`src/rtl/cjt_pkg.sv`:
```
// Shared types and constants of the cosine joint trajectory generator.
package cjt_pkg;

  typedef enum logic [2:0] {
    OP_START,
    OP_BADTIME,
    OP_BADMODE,
    OP_TICK,
    OP_LOAD,
    OP_NOP,
    OP_RANGE
  } op_kind_t;

  typedef enum logic [2:0] {
    ST_OK       = 3'd0,
    ST_BAD_TIME = 3'd1,
    ST_BAD_MODE = 3'd2,
    ST_MOVING   = 3'd3,
    ST_DONE     = 3'd4
  } status_t;

  typedef enum logic [1:0] {
    CMD_START = 2'd0,
    CMD_TICK  = 2'd1,
    CMD_LOAD  = 2'd2,
    CMD_NONE  = 2'd3
  } cmd_t;

  typedef enum logic [1:0] {
    MODE_REL = 2'd0,
    MODE_ABS = 2'd1
  } mode_t;

  typedef enum logic [3:0] {
    BS_IDLE,
    BS_READ,
    BS_EXEC,
    BS_DIVG,
    BS_DIVP,
    BS_ROM,
    BS_WGT,
    BS_MUL,
    BS_APPLY,
    BS_FIN
  } back_state_t;

  typedef struct packed {
    op_kind_t           kind;
    logic [4:0]         joint;
    logic signed [31:0] angle;
    logic [15:0]        time_ms;
    logic [1:0]         mode;
  } op_t;

  typedef struct packed {
    logic signed [31:0] cur;
    logic signed [31:0] tgt;
    logic signed [31:0] start;
    logic signed [32:0] delta;
    logic [15:0]        tick;
    logic [15:0]        goal;
  } rec_t;

  typedef struct packed {
    status_t            status;
    logic signed [31:0] reference;
  } res_t;

  localparam logic [7:0] TICK_PERIOD_RESET = 8'd5;

endpackage

```
`src/rtl/cjt_fifo.sv`:
```
// Small register-based queue with full and empty flags.
module cjt_fifo #(
  parameter int WIDTH = 8,
  parameter int DEPTH = 2
) (
  input  logic             clk,
  input  logic             rst,
  input  logic             push,
  input  logic [WIDTH-1:0] din,
  output logic             full,
  input  logic             pop,
  output logic [WIDTH-1:0] dout,
  output logic             empty
);

  localparam int AW = (DEPTH > 1) ? $clog2(DEPTH) : 1;
  localparam logic [AW-1:0] LAST = AW'(DEPTH - 1);

  logic [WIDTH-1:0] mem [DEPTH];
  logic [AW-1:0]    wr_ptr;
  logic [AW-1:0]    rd_ptr;
  logic [AW:0]      count;
  logic             do_push;
  logic             do_pop;

  assign full    = (count == (AW + 1)'(DEPTH));
  assign empty   = (count == '0);
  assign dout    = mem[rd_ptr];
  assign do_push = push && !full;
  assign do_pop  = pop && !empty;

  always_ff @(posedge clk) begin
    if (do_push) begin
      mem[wr_ptr] <= din;
    end
  end

  always_ff @(posedge clk) begin
    if (rst) begin
      wr_ptr <= '0;
      rd_ptr <= '0;
      count  <= '0;
    end else begin
      if (do_push) begin
        wr_ptr <= (wr_ptr == LAST) ? '0 : wr_ptr + 1'b1;
      end
      if (do_pop) begin
        rd_ptr <= (rd_ptr == LAST) ? '0 : rd_ptr + 1'b1;
      end
      if (do_push && !do_pop) begin
        count <= count + 1'b1;
      end else if (!do_push && do_pop) begin
        count <= count - 1'b1;
      end
    end
  end

endmodule

```
`src/rtl/cjt_front.sv`:
```
// Front end: classifies incoming commands and queues them for the back end.
module cjt_front import cjt_pkg::*; #(
  parameter int JOINTS = 32
) (
  input  logic               clk,
  input  logic               rst,
  input  logic               push,
  output logic               full,
  input  logic [1:0]         cmd,
  input  logic [4:0]         joint,
  input  logic signed [31:0] angle,
  input  logic [15:0]        time_ms,
  input  logic [1:0]         mode,
  input  logic               op_pop,
  output op_t                op_head,
  output logic               op_empty
);

  op_t              op_in;
  op_kind_t         kind;
  logic [$bits(op_t)-1:0] head_bits;

  always_comb begin
    kind = OP_NOP;
    if (32'(joint) >= JOINTS) begin
      kind = OP_RANGE;
    end else begin
      case (cmd)
        CMD_START: begin
          if (time_ms == '0) begin
            kind = OP_BADTIME;
          end else if (mode != MODE_REL && mode != MODE_ABS) begin
            kind = OP_BADMODE;
          end else begin
            kind = OP_START;
          end
        end
        CMD_TICK: kind = OP_TICK;
        CMD_LOAD: kind = OP_LOAD;
        default:  kind = OP_NOP;
      endcase
    end
  end

  assign op_in = '{kind: kind, joint: joint, angle: angle, time_ms: time_ms, mode: mode};

  cjt_fifo #(
    .WIDTH($bits(op_t)),
    .DEPTH(2)
  ) u_op_fifo (
    .clk  (clk),
    .rst  (rst),
    .push (push),
    .din  (op_in),
    .full (full),
    .pop  (op_pop),
    .dout (head_bits),
    .empty(op_empty)
  );

  assign op_head = op_t'(head_bits);

endmodule

```
`config.mk`:
```
export PLATFORM = sky130hd
export DESIGN_NAME = cjt_front
export DESIGN_NICKNAME = d
export VERILOG_FILES = /design/src/rtl/cjt_pkg.sv /design/src/rtl/cjt_fifo.sv /design/src/rtl/cjt_front.sv
export SDC_FILE = /design/constraint.sdc
export NUM_CORES = 1
export LEC_CHECK = 0
export ABC_AREA = 1
export BUFFER_PORTS_ARGS = -buffer_cell sky130_fd_sc_hd__buf_4
export CAP_MARGIN = 15
export CORE_MARGIN = 3
export CORE_UTILIZATION = 50
export DETAILED_ROUTE_END_ITERATION = 6
export GPL_TIMING_DRIVEN = 0
export PLACE_DENSITY = 0.76
export SYNTH_ARGS = -nofsm -noshare
export SYNTH_HDL_FRONTEND = slang
export SYNTH_SLANG_ARGS = --single-unit
```
`constraint.sdc`:
```
create_clock -name clk -period 8.4 [get_ports clk]
set_clock_uncertainty 0.1 [all_clocks]
set_input_delay 1.68 -clock clk [delete_from_list [all_inputs] [get_ports clk]]
set_output_delay 1.68 -clock clk [all_outputs]
set_load 0.1 [all_outputs]
```
==> impl_metrics.tcl <==
set metrics [dict create \
    critical_path.endpoint_type "output pin" \
    count_of_antenna_diodes_in_the_layout 0 \
    maximum_capacitance_violations 0 \
    num-nets-final 440 \
    number_of_drc_violations_after_detailed_routing 0 \
    first_global_vias 2634 \
    grt.total_usage 0.165 \
    most_common_cell_after_layout_fill_and_taps_aside "sky130_fd_sc_hd__buf_4" \
    drive_gt1_frac 0.558 \
    synth_area_mm2 0.00459 \
    worst-path-max-fanout 10 \
    post-route-min-period_ns 3.57 \
    cts.hold.buffers_added 0 \
    hp-class "reg -> reg" \
    die_width_um 102 \
    route.vias.total 2471 \
    cts.sink_count 121 \
    clock-root-buffer "sky130_fd_sc_hd__clkbuf_8" \
    dominantRegCellSynth "sky130_fd_sc_hd__edfxtp_1" \
    path_clk_slew_ns 0.05 \
    globalplace.congestion 0.727 \
    yosys.cell_types.count 18 \
    layout_worst_path_cycle_share 0.425 \
    multi_input_comb_area_um2 935 \
    max_slew.worst_pin.slew_ns 0.937 \
    rsz0062_at_grt "no" \
    dieArea_mm2 0.0104 \
    cts_setup_buffers 0 \
    hold_viol 0 \
    setup_viol 0 \
    final_core_utilization 0.709 \
    timing_max_transition_violations_final 0 \
    die_h_um 102 \
    antenna_violating_nets_remaining 0 \
    synth_sequential_area_ratio 0.781 \
    timing.reg2reg.setup_slack_ns 6.30 \
    drt_first_pass_iters 4 \
    globalRoute.totalOverflow 0 \
    start_util 0.521 \
    cts-resized-gates 0 \
    post_drt_wl_per_cell_um 16.6 \
    number_of_antenna_violations_at_the_first_check_in_global_routing 0 \
    floorplan.core_area_mm2 0.00881 \
    worstSkewPairLatency_ns 0.49 \
    min_delay_path_depth 2 \
    ctsHtreeMaxLevel 4 \
    worstPathArrival_ns 1.79 \
    synth-edff-count 116 \
    flow.area_growth_from_synthesis_pct 36.1 \
    via_per_inst 4.97 \
    port_buffers 120 \
    mappedNetlistNets 298 \
    grt_start_max_net_pins 31 \
    fp-row-count 34 \
    postRouteWirelength_um 8270 \
    drt_iter0_markers 98 \
    avgSynthCellArea_um2 19.4 \
    reg2reg_depth 3 \
    ys_ff_latch 121 \
    max_freq_mhz 280 \
    status "finished clean" \
    layout.filler_cells 573 \
    required_ns 6.62 \
    fin_tns_setup_ns 0 \
    boundaryPins 121 \
    grt_pass1_wl_um 12700 \
    seqCellArea_mm2 0.00358 \
    start_kind "flip-flop" \
    yosysWarnings 0 \
    cts_tree "done" \
    numCtsBuffers 17 \
    maxSlewHeadroom 0.374 \
    cts.path.max_buffers 2 \
    timing.setup.critical_path_class "reg -> out" \
    synth_cells 236 \
    synth_async_sr_flop_share 0 \
    place_hpwl_um 5590 \
    mostFrequentLayoutCells "120 x sky130_fd_sc_hd__buf_4, 116 x sky130_fd_sc_hd__edfxtp_1, 38 x sky130_fd_sc_hd__mux2_2, 20 x sky130_fd_sc_hd__mux2_4, 16 x sky130_fd_sc_hd__clkbuf_16" \
]
-- per-stage QoR --
stage | worst slack (ns) | area [um^2] | cells | hold WS [ns]
floorplan | 3.62 | 4590 | 236 | 0.354
global placement | 2.17 | 5620 | 464 | 0.364
detailed placement | 5.06 | 5710 | 467 | 0.376
CTS | 4.78 | 6240 | 497 | 0.385
global route | 4.71 | 6240 | 497 | 0.400
finish | 4.83 | 6240 | 497 | 0.386
-- area by class of cell --
cell class | count | area share
Timing Repair Buffer | 123 | 0.156
Clock inverter | 11 | 0.0172
Inverter | 8 | 0.00481
Buffer | 7 | 0.00842
Multi-Input combinational cell | 100 | 0.150
Tap cell | 108 | 0.0217
Clock buffer | 19 | 0.0676
Sequential cell | 121 | 0.574
-- critical path, cell delays in order (launching register included) --
cell	delay (ns)
sky130_fd_sc_hd__dfxtp_1	0.38
sky130_fd_sc_hd__buf_6	0.18
sky130_fd_sc_hd__buf_6	0.19
sky130_fd_sc_hd__mux2_4	0.31
sky130_fd_sc_hd__buf_4	0.23
-- synth_stat cells, types with 2 or more instances --
library cell	instances	area (um^2)
sky130_fd_sc_hd__a21oi_1	3	15.0
sky130_fd_sc_hd__buf_2	3	15.0
sky130_fd_sc_hd__buf_6	3	33.8
sky130_fd_sc_hd__dfxtp_1	5	100
sky130_fd_sc_hd__edfxtp_1	116	3480
sky130_fd_sc_hd__inv_1	8	30.0
sky130_fd_sc_hd__mux2_2	38	428
sky130_fd_sc_hd__mux2_4	20	300
sky130_fd_sc_hd__nand2_1	12	45.0
sky130_fd_sc_hd__nand3_1	2	10.0
sky130_fd_sc_hd__nor2_1	17	63.8
sky130_fd_sc_hd__nor3_1	2	10.0
sky130_fd_sc_hd__o21ai_2	2	17.5
-- registers in the layout (all words and copies together) (netlist names), named ones only --
name              count
u_op_fifo.rd_ptr      1
u_op_fifo.wr_ptr      1
u_op_fifo.mem       116
u_op_fifo.count       2
-- kinds of logic after synthesis --
family                     count (synthesis)  share of synthesized area
and+or+nand+nor                           35                     0.0308
adders and majority gates                  1                    0.00273
buffers and inverters                     15                     0.0180
AOI/OAI and AO/OA                          6                    0.00818
DFF                                      121                      0.781
muxes                                     58                      0.159
-- final timing paths --
path                                   startpoint                             end
hold reg to reg     u_op_fifo.rd_ptr$_SDFFE_PP0P_   u_op_fifo.rd_ptr$_SDFFE_PP0P_
setup reg to reg  u_op_fifo.count[0]$_SDFFE_PP0P_  u_op_fifo.mem[1][53]$_DFFE_PP_
setup / recovery                        flip-flop                     op_head[19]
hold / removal      u_op_fifo.rd_ptr$_SDFFE_PP0P_   u_op_fifo.rd_ptr$_SDFFE_PP0P_
-- metal layers --
metal / vias up / GRT usage / share of wire
met2: 87 / 0.282 / 0.51
met5: - / 0 / 0
met4: 0 / 0.0552 / 0.0056
met1: 1202 / 0.196 / 0.41
met3: 4 / 0.0585 / 0.074
li1: 1178 / - / -
Power is left out: the tool's default activity adds up to more than one toggle a clock period on the data nets, which glitch-free logic cannot reach.
