`src/rtl/cjt_fifo.sv`:
```
// Small register-based queue with full and empty flags.
module cjt_fifo #(
  parameter int WIDTH = 8,
  parameter int DEPTH = 2
) (
  input  logic             clk,
  input  logic             rst,
  input  logic             push,
  input  logic [WIDTH-1:0] din,
  output logic             full,
  input  logic             pop,
  output logic [WIDTH-1:0] dout,
  output logic             empty
);

  localparam int AW = (DEPTH > 1) ? $clog2(DEPTH) : 1;
  localparam logic [AW-1:0] LAST = AW'(DEPTH - 1);

  logic [WIDTH-1:0] mem [DEPTH];
  logic [AW-1:0]    wr_ptr;
  logic [AW-1:0]    rd_ptr;
  logic [AW:0]      count;
  logic             do_push;
  logic             do_pop;

  assign full    = (count == (AW + 1)'(DEPTH));
  assign empty   = (count == '0);
  assign dout    = mem[rd_ptr];
  assign do_push = push && !full;
  assign do_pop  = pop && !empty;

  always_ff @(posedge clk) begin
    if (do_push) begin
      mem[wr_ptr] <= din;
    end
  end

  always_ff @(posedge clk) begin
    if (rst) begin
      wr_ptr <= '0;
      rd_ptr <= '0;
      count  <= '0;
    end else begin
      if (do_push) begin
        wr_ptr <= (wr_ptr == LAST) ? '0 : wr_ptr + 1'b1;
      end
      if (do_pop) begin
        rd_ptr <= (rd_ptr == LAST) ? '0 : rd_ptr + 1'b1;
      end
      if (do_push && !do_pop) begin
        count <= count + 1'b1;
      end else if (!do_push && do_pop) begin
        count <= count - 1'b1;
      end
    end
  end

endmodule

```
`config.mk`:
```
export PLATFORM = sky130hd
export DESIGN_NAME = cjt_fifo
export DESIGN_NICKNAME = d
export VERILOG_FILES = /design/src/rtl/cjt_fifo.sv
export SDC_FILE = /design/constraint.sdc
export NUM_CORES = 1
export LEC_CHECK = 0
export ABC_AREA = 1
export BUFFER_PORTS_ARGS = -buffer_cell sky130_fd_sc_hd__buf_2
export CORE_MARGIN = 2
export CORE_UTILIZATION = 27
export CTS_CLUSTER_DIAMETER = 120
export DETAILED_ROUTE_END_ITERATION = 8
export HOLD_SLACK_MARGIN = 0.1
export PLACE_DENSITY = 0.47
export SLEW_MARGIN = 20
export SYNTH_ARGS = -nofsm -noshare
export SYNTH_HDL_FRONTEND = slang
export SYNTH_SLANG_ARGS = --single-unit
```
`constraint.sdc`:
```
create_clock -name clk -period 1.9 [get_ports clk]
set_input_delay 0.19 -clock clk [delete_from_list [all_inputs] [get_ports clk]]
set_output_delay 0.19 -clock clk [all_outputs]
set_load 0.01 [all_outputs]
```
==> results of run 1 <==
==> power by group through the flow <==
stage	Combinational, mW	Clock, mW	Sequential (mW)
6_report	0.399	0.208	0.649
5_1_grt	0.454	0.241	0.661
4_1_cts	0.404	0.222	0.651
2_1_floorplan	0.282	0	0.634
3_5_place_dp	0.390	0	0.662
3_3_place_gp	0.386	0	0.660
==> sequential cells by signal, indices dropped and copies added, names as in the netlist, named ones only <==
register / flops
count: 2
rd_ptr: 1
mem: 16
wr_ptr: 1
==> worst max path at each step <==
stage / slack [ns] / cells after the start / to / startpoint
after CTS: 0.28 / 2 / dout[2] / register
after global placement: 0.52 / 9 / count[1] / count[1]
after detailed placement: 0.48 / 9 / count[1] / count[1]
after global routing: 0.22 / 2 / dout[2] / register
after floorplan: 0.58 / 2 / mem[1][0] / count[0]
final: 0.33 / 2 / dout[2] / register
==> final cells by class <==
class,instances,area share [%]
Clock buffer,3,2.062
Multi-Input combinational cell,31,19.13
Clock inverter,1,0.4582
Sequential cell,21,53.15
Tap cell,33,3.780
Timing Repair Buffer,31,18.33
Inverter,9,3.093
==> metal layers <==
layer / up-vias / share of wire, % / wire length, µm / global-route usage (%)
li1: 279 / - / - / -
met1: 248 / 44 / 601 / 10.24
met2: 22 / 47 / 637 / 13.34
met3: 2 / 7.7 / 104 / 4.148
met4: 0 / 0.74 / 10 / 2.922
met5: - / 0 / 0 / 0
==> stage by stage <==
stage | worst slack [ns] | instance area, µm² | total power, mW | hold slack (ns) | utilization, %
final | 0.3286 | 1092 | 1.256 | 0.1739 | 36.68
after global routing | 0.2221 | 1092 | 1.356 | 0.1744 | 36.68
after CTS | 0.2828 | 1092 | 1.278 | 0.1634 | 36.68
after detailed placement | 0.4792 | 984.7 | 1.052 | 0.3840 | 33.07
after global placement | 0.5197 | 984.7 | 1.046 | 0.3803 | 33.07
after floorplan | 0.5788 | 828.3 | 0.9160 | 0.2889 | -
==> cells in the mapped netlist, types with 2 or more instances <==
| master | n | area share, % |
|---|---|---|
| nor2_1 | 9 | 4.1 |
| nand2_1 | 4 | 1.8 |
| o21ai_0 | 2 | 1.2 |
| o21ai_2 | 2 | 2.1 |
| mux2_2 | 8 | 11 |
| inv_2 | 2 | 0.91 |
| edfxtp_1 | 16 | 58 |
| inv_1 | 7 | 3.2 |
| dfxtp_1 | 5 | 12 |
==> logic make-up (layout without fill, tap and decap cells) <==
logic type / Yosys count / count (layout) / share of synthesized area (%)
buf+inv: 10 / 44 / 4.683
mux: 8 / 8 / 10.88
compound gates: 6 / 6 / 4.531
fa+ha+maj: 1 / 1 / 1.510
flops: 21 / 21 / 70.09
simple gates: 16 / 16 / 8.307
==> worst max-delay path, stage by stage (launching register included) <==
cell and delay, ns:
dfxtp_1 0.56, mux2_2 0.38, buf_2 0.14
==> cells in the final DEF, fill, tap and decap left out, types with 2 or more instances in the layout <==
master	n
buf_2	21
buf_4	2
clkbuf_4	3
dfxtp_1	5
dlygate4sd3_1	8
edfxtp_1	16
inv_1	7
inv_2	2
mux2_2	8
nand2_1	4
nor2_1	9
o21ai_0	2
o21ai_2	2
==> what timing repair did <==
action,in CTS,in global routing
endpoints found under the hold margin,16,0
hold buffers,8,0
buffers inserted,0,0
resized for setup,0,0
==> qor.csv, run 1 <==
stage;metric;value;unit
power;power.density;1150;nW/µm²
clock_tree;ctsRootBufferMaster;clkbuf_4;
run_status;status;completed;
placed_design;placement.io_buffers;21;
die;coreArea;2978;µm²
finish;multi_input_area;209.0;µm²
grt;grt_max_degree;13;
synthesis;synth.avg_cell_area;13.36;µm²
job;cap_violations;0;
finish;layout.nets;110;
hold_path;min_to;count[1];
critical_path;cp_data_required_time;1.71;ns
clock_tree;cts_buffer_depth;2;
drt;first_pass_iters;4;
sta;rsz0062_at_grt;false;
drt;drcViolationCount;0;
finish;syn_to_final_growth;31.87;%
clock_tree;numCtsBuffers;3;
placed_design;place_inst;117;
hold_path;hold_path.class;in -> reg;
sta;timing.slew.headroom;75.13;%
die;num_rows;20;
synthesis;yosysWarningCount;0;
finish;diodes;0;
die;die_area;3527;µm²
synthesis;synth.distinct_cells;16;
drt;ant_nets;0;
sta;drv_slew;0;
synthesis;ys_async_sr_fraction;0;%
drt;viasPerCell;4.271;
hold_path;hold_depth;4;
power;p_int;0.8586;mW
clock_tree;cts.sinks;21;
finish;register_area;580.6;µm²
sta;finalHoldViolCount;0;
finish;nFillCells;294;
drt;dr.first_iter.drc_count;12;
sta;setup_violations;0;
drt;wl;1.355;mm
clock_tree;h-tree-depth;1;
power;switching_share;31.65;%
power;peakVddDrop;0.0004987;V
sta;worst_pin_slew;0.3725;ns
die;pin_count;22;
critical_path;cp-start-kind;register;
placed_design;globalplace.congestion;0.6488;
power;p_sw;0.3975;mW
critical_path;ff2ff_path_depth;9;
synthesis;synth_top_flop_cell;edfxtp_1;
critical_path;timing.rr.end;count[1];
placed_design;dp_hpwl;948.7;µm
synthesis;syn_nets;75;
critical_path;r2r_start;count[1];
sta;layout_min_cycle_time;1.571;ns
clock_tree;insertion_delay;0.30;ns
sta;fin_skew;0.0009298;ns
hold_path;holdCritStartpoint;rst;
critical_path;worstPathMaxFanout;8;
power;p_leak;0.4522;nW
synthesis;synth_cells;62;
critical_path;crit_path_end_kind;output pin;
sta;fmax;636.4;MHz
critical_path;arrival;1.38;ns
drt;post_drt_wl_per_cell;10.50;µm
critical_path;r2r_slack;0.46;ns
synthesis;synth_seq_cells;21;
die;die_w;59.39;µm
grt;grt_first_pass_wirelength;2.180;mm
sta;finalCritPeriodShare;82.70;%
grt;grtUsageTotal;8.543;%
finish;fin_cells;129;
synthesis;synth_area;828.3;µm²
clock_tree;clk_pin_slew;0.11;ns
grt;grt_pass1_vias;529;
die;die_h;59.39;µm
grt;antenna_found_initial;0;
clock_tree;cts_tree;built;
power;combPwrFrac;31.8;%
finish;drive_gt1_share;41.67;%
drt;routed-via-count;551;
sta;setup_tns;0;ns
power;power_frac_clock;16.5;%
grt;grt-ovfl-total;0;
critical_path;path_class;reg -> out;
synthesis;synth_edf_count;16;
die;start_util;27.82;%
power;seqPwrFrac;51.7;%
synthesis;yosysSeqAreaShare;70.09;%
Power figures use the tool's default switching activity.
==> run 2: changes to the inputs <==
Clock period 1.9 ns to 1.5 ns, I/O delays scaled along.
==> qor.csv, run 2 (synthesis gave the netlist of run 1 again) <==
stage;metric;value;unit
sta;setup_violations;0;
sta;timing.hold.ws;0.1337;ns
finish;final_area;1107;µm²
grt;grt-ovfl-total;0;
hold_path;hold_path.class;in -> reg;
placed_design;place_inst;119;
die;die_area;3527;µm²
sta;fin_skew;0.005862;ns
die;num_rows;20;
finish;mostFrequentLayoutCell;buf_2;
placed_design;dpl_worst_slack;0.1433;ns
die;start_util;27.82;%
critical_path;crit_family;flip-flops;
finish;syn_to_final_growth;33.69;%
clock_tree;cts.sinks;21;
power;p_int;1.117;mW
critical_path;worstPathMaxFanout;8;
placed_design;place_area;999.7;µm²
drt;dr.first_iter.drc_count;11;
finish;layout.nets;112;
placed_design;dp_hpwl;963.3;µm
power;power_frac_clock;16.5;%
power;p_sw;0.5077;mW
clock_tree;cts_buffer_depth;2;
finish;fin_cells;131;
drt;ant_nets;0;
finish;diodes;0;
critical_path;crit_chain;mux2_2, buf_2;
sta;timing.slew.headroom;80.40;%
finish;layout_common_cells;buf_2, edfxtp_1, nor2_1;
power;combPwrFrac;33.3;%
clock_tree;clk_pin_slew;0.11;ns
die;pin_count;22;
drt;post_drt_wl_per_cell;10.73;µm
sta;fin_ws;0.09024;ns
finish;drive_gt1_share;42.86;%
job;cap_violations;0;
critical_path;crit_path_end_kind;output pin;
clock_tree;h-tree-depth;1;
sta;drv_slew;0;
grt;antenna_found_initial;0;
placed_design;globalplace.congestion;0.6263;
drt;routed-via-count;545;
critical_path;arrival;1.26;ns
sta;finalHoldViolCount;0;
critical_path;slowest_delay;0.46;ns
finish;nFillCells;310;
clock_tree;ctsRootBufferMaster;clkbuf_4;
power;power.density;1468;nW/µm²
power;peakVddDrop;0.0006977;V
drt;wl;1.406;mm
power;seqPwrFrac;50.2;%
finish;largest-register;mem;
critical_path;path_buf_inv;1;
sta;worst_pin_slew;0.2936;ns
finish;top_regs;mem x16, count x2;
critical_path;path_class;reg -> out;
critical_path;cp-start-kind;register;
sta;setup_tns;0;ns
critical_path;cp_data_required_time;1.35;ns
critical_path;cp_slowest_cell;dfxtp_2;
clock_tree;cts_tree;built;
grt;grt_pass1_vias;501;
clock_tree;numCtsBuffers;3;
grt;grt_max_degree;12;
die;coreArea;2978;µm²
grt;grt_first_pass_wirelength;2.132;mm
sta;finalCritPeriodShare;93.98;%
placed_design;placement.io_buffers;21;
die;die_w;59.39;µm
clock_tree;insertion_delay;0.30;ns
sta;rsz0062_at_grt;false;
drt;drcViolationCount;0;
power;switching_share;31.24;%
grt;grtUsageTotal;8.444;%
drt;first_pass_iters;3;
sta;layout_min_cycle_time;1.410;ns
drt;viasPerCell;4.160;
power;p_leak;0.4601;nW
run_status;status;completed;
finish;largest_reg_flops;16;
die;die_h;59.39;µm
sta;fmax;709.3;MHz
-- run 2: path summary, 6_finish.rpt --
| path | startpoint | end | slack, ns | cells past startpoint |
|---|---|---|---|---|
| hold reg to reg | wr_ptr | wr_ptr | 0.52 | 2 |
| setup reg to reg | count[0] | count[1] | 0.13 | 8 |
| hold / removal | rst | count[1] | 0.13 | 4 |
| setup / recovery | register | dout[2] | 0.09 | 2 |
-- run 2: worst register-to-register path, delay by kind of cell, from the launching register on --
| kind | cells | cell delay [ns] |
|---|---|---|
| flops | 1 | 0.41 |
| fa+ha+maj | 1 | 0.26 |
| compound gates | 1 | 0.24 |
| simple gates | 3 | 0.22 |
| buf+inv | 3 | 0.19 |
-- run 2: power by group through the flow --
stage / Clock (mW) / Combinational, mW / Sequential [mW]
final: 0.268 / 0.541 / 0.816
after global routing: 0.300 / 0.603 / 0.832
after CTS: 0.285 / 0.549 / 0.819
after detailed placement: 0 / 0.531 / 0.832
after global placement: 0 / 0.526 / 0.827
after floorplan: 0 / 0.357 / 0.803
-- run 2: area by class of cell --
| class | count | area [µm²] | area share [%] |
|---|---|---|---|
| sequential | 21 | 581.8 | 52.54 |
| timing repair buffer | 33 | 215.2 | 19.44 |
| multi-input combinational | 31 | 209.0 | 18.87 |
| tap | 33 | 41.29 | 3.729 |
| inverter | 9 | 33.78 | 3.051 |
| clock buffer | 4 | 26.28 | 2.373 |
-- run 2: through the flow --
| stage | power, mW | util [%] |
|---|---|---|
| global route | 1.734 | 37.18 |
| finish | 1.625 | 37.18 |
| floorplan | 1.160 | - |
| CTS | 1.654 | 37.18 |
| global placement | 1.353 | 33.57 |
| detailed placement | 1.363 | 33.57 |
-- run 2: repair_timing --
item                                    4_1_cts  5_1_grt
hold buffers                                  8        0
resized for setup                             1        0
setup buffers                                 0        0
endpoints found under the setup margin        8        0
hold endpoints to repair                     16        0
-- run 2: metal layers --
metal  GRT usage (%)  wire length [µm]  vias to the layer above  part of all wire (%)
li1                -                 -                      284                     -
met1           10.90               704                      242                    50
met2           12.24               605                       17                    43
met3           2.838                87                        2                   6.2
met4           4.870                 8                        0                  0.57
met5               0                 0                        -                     0
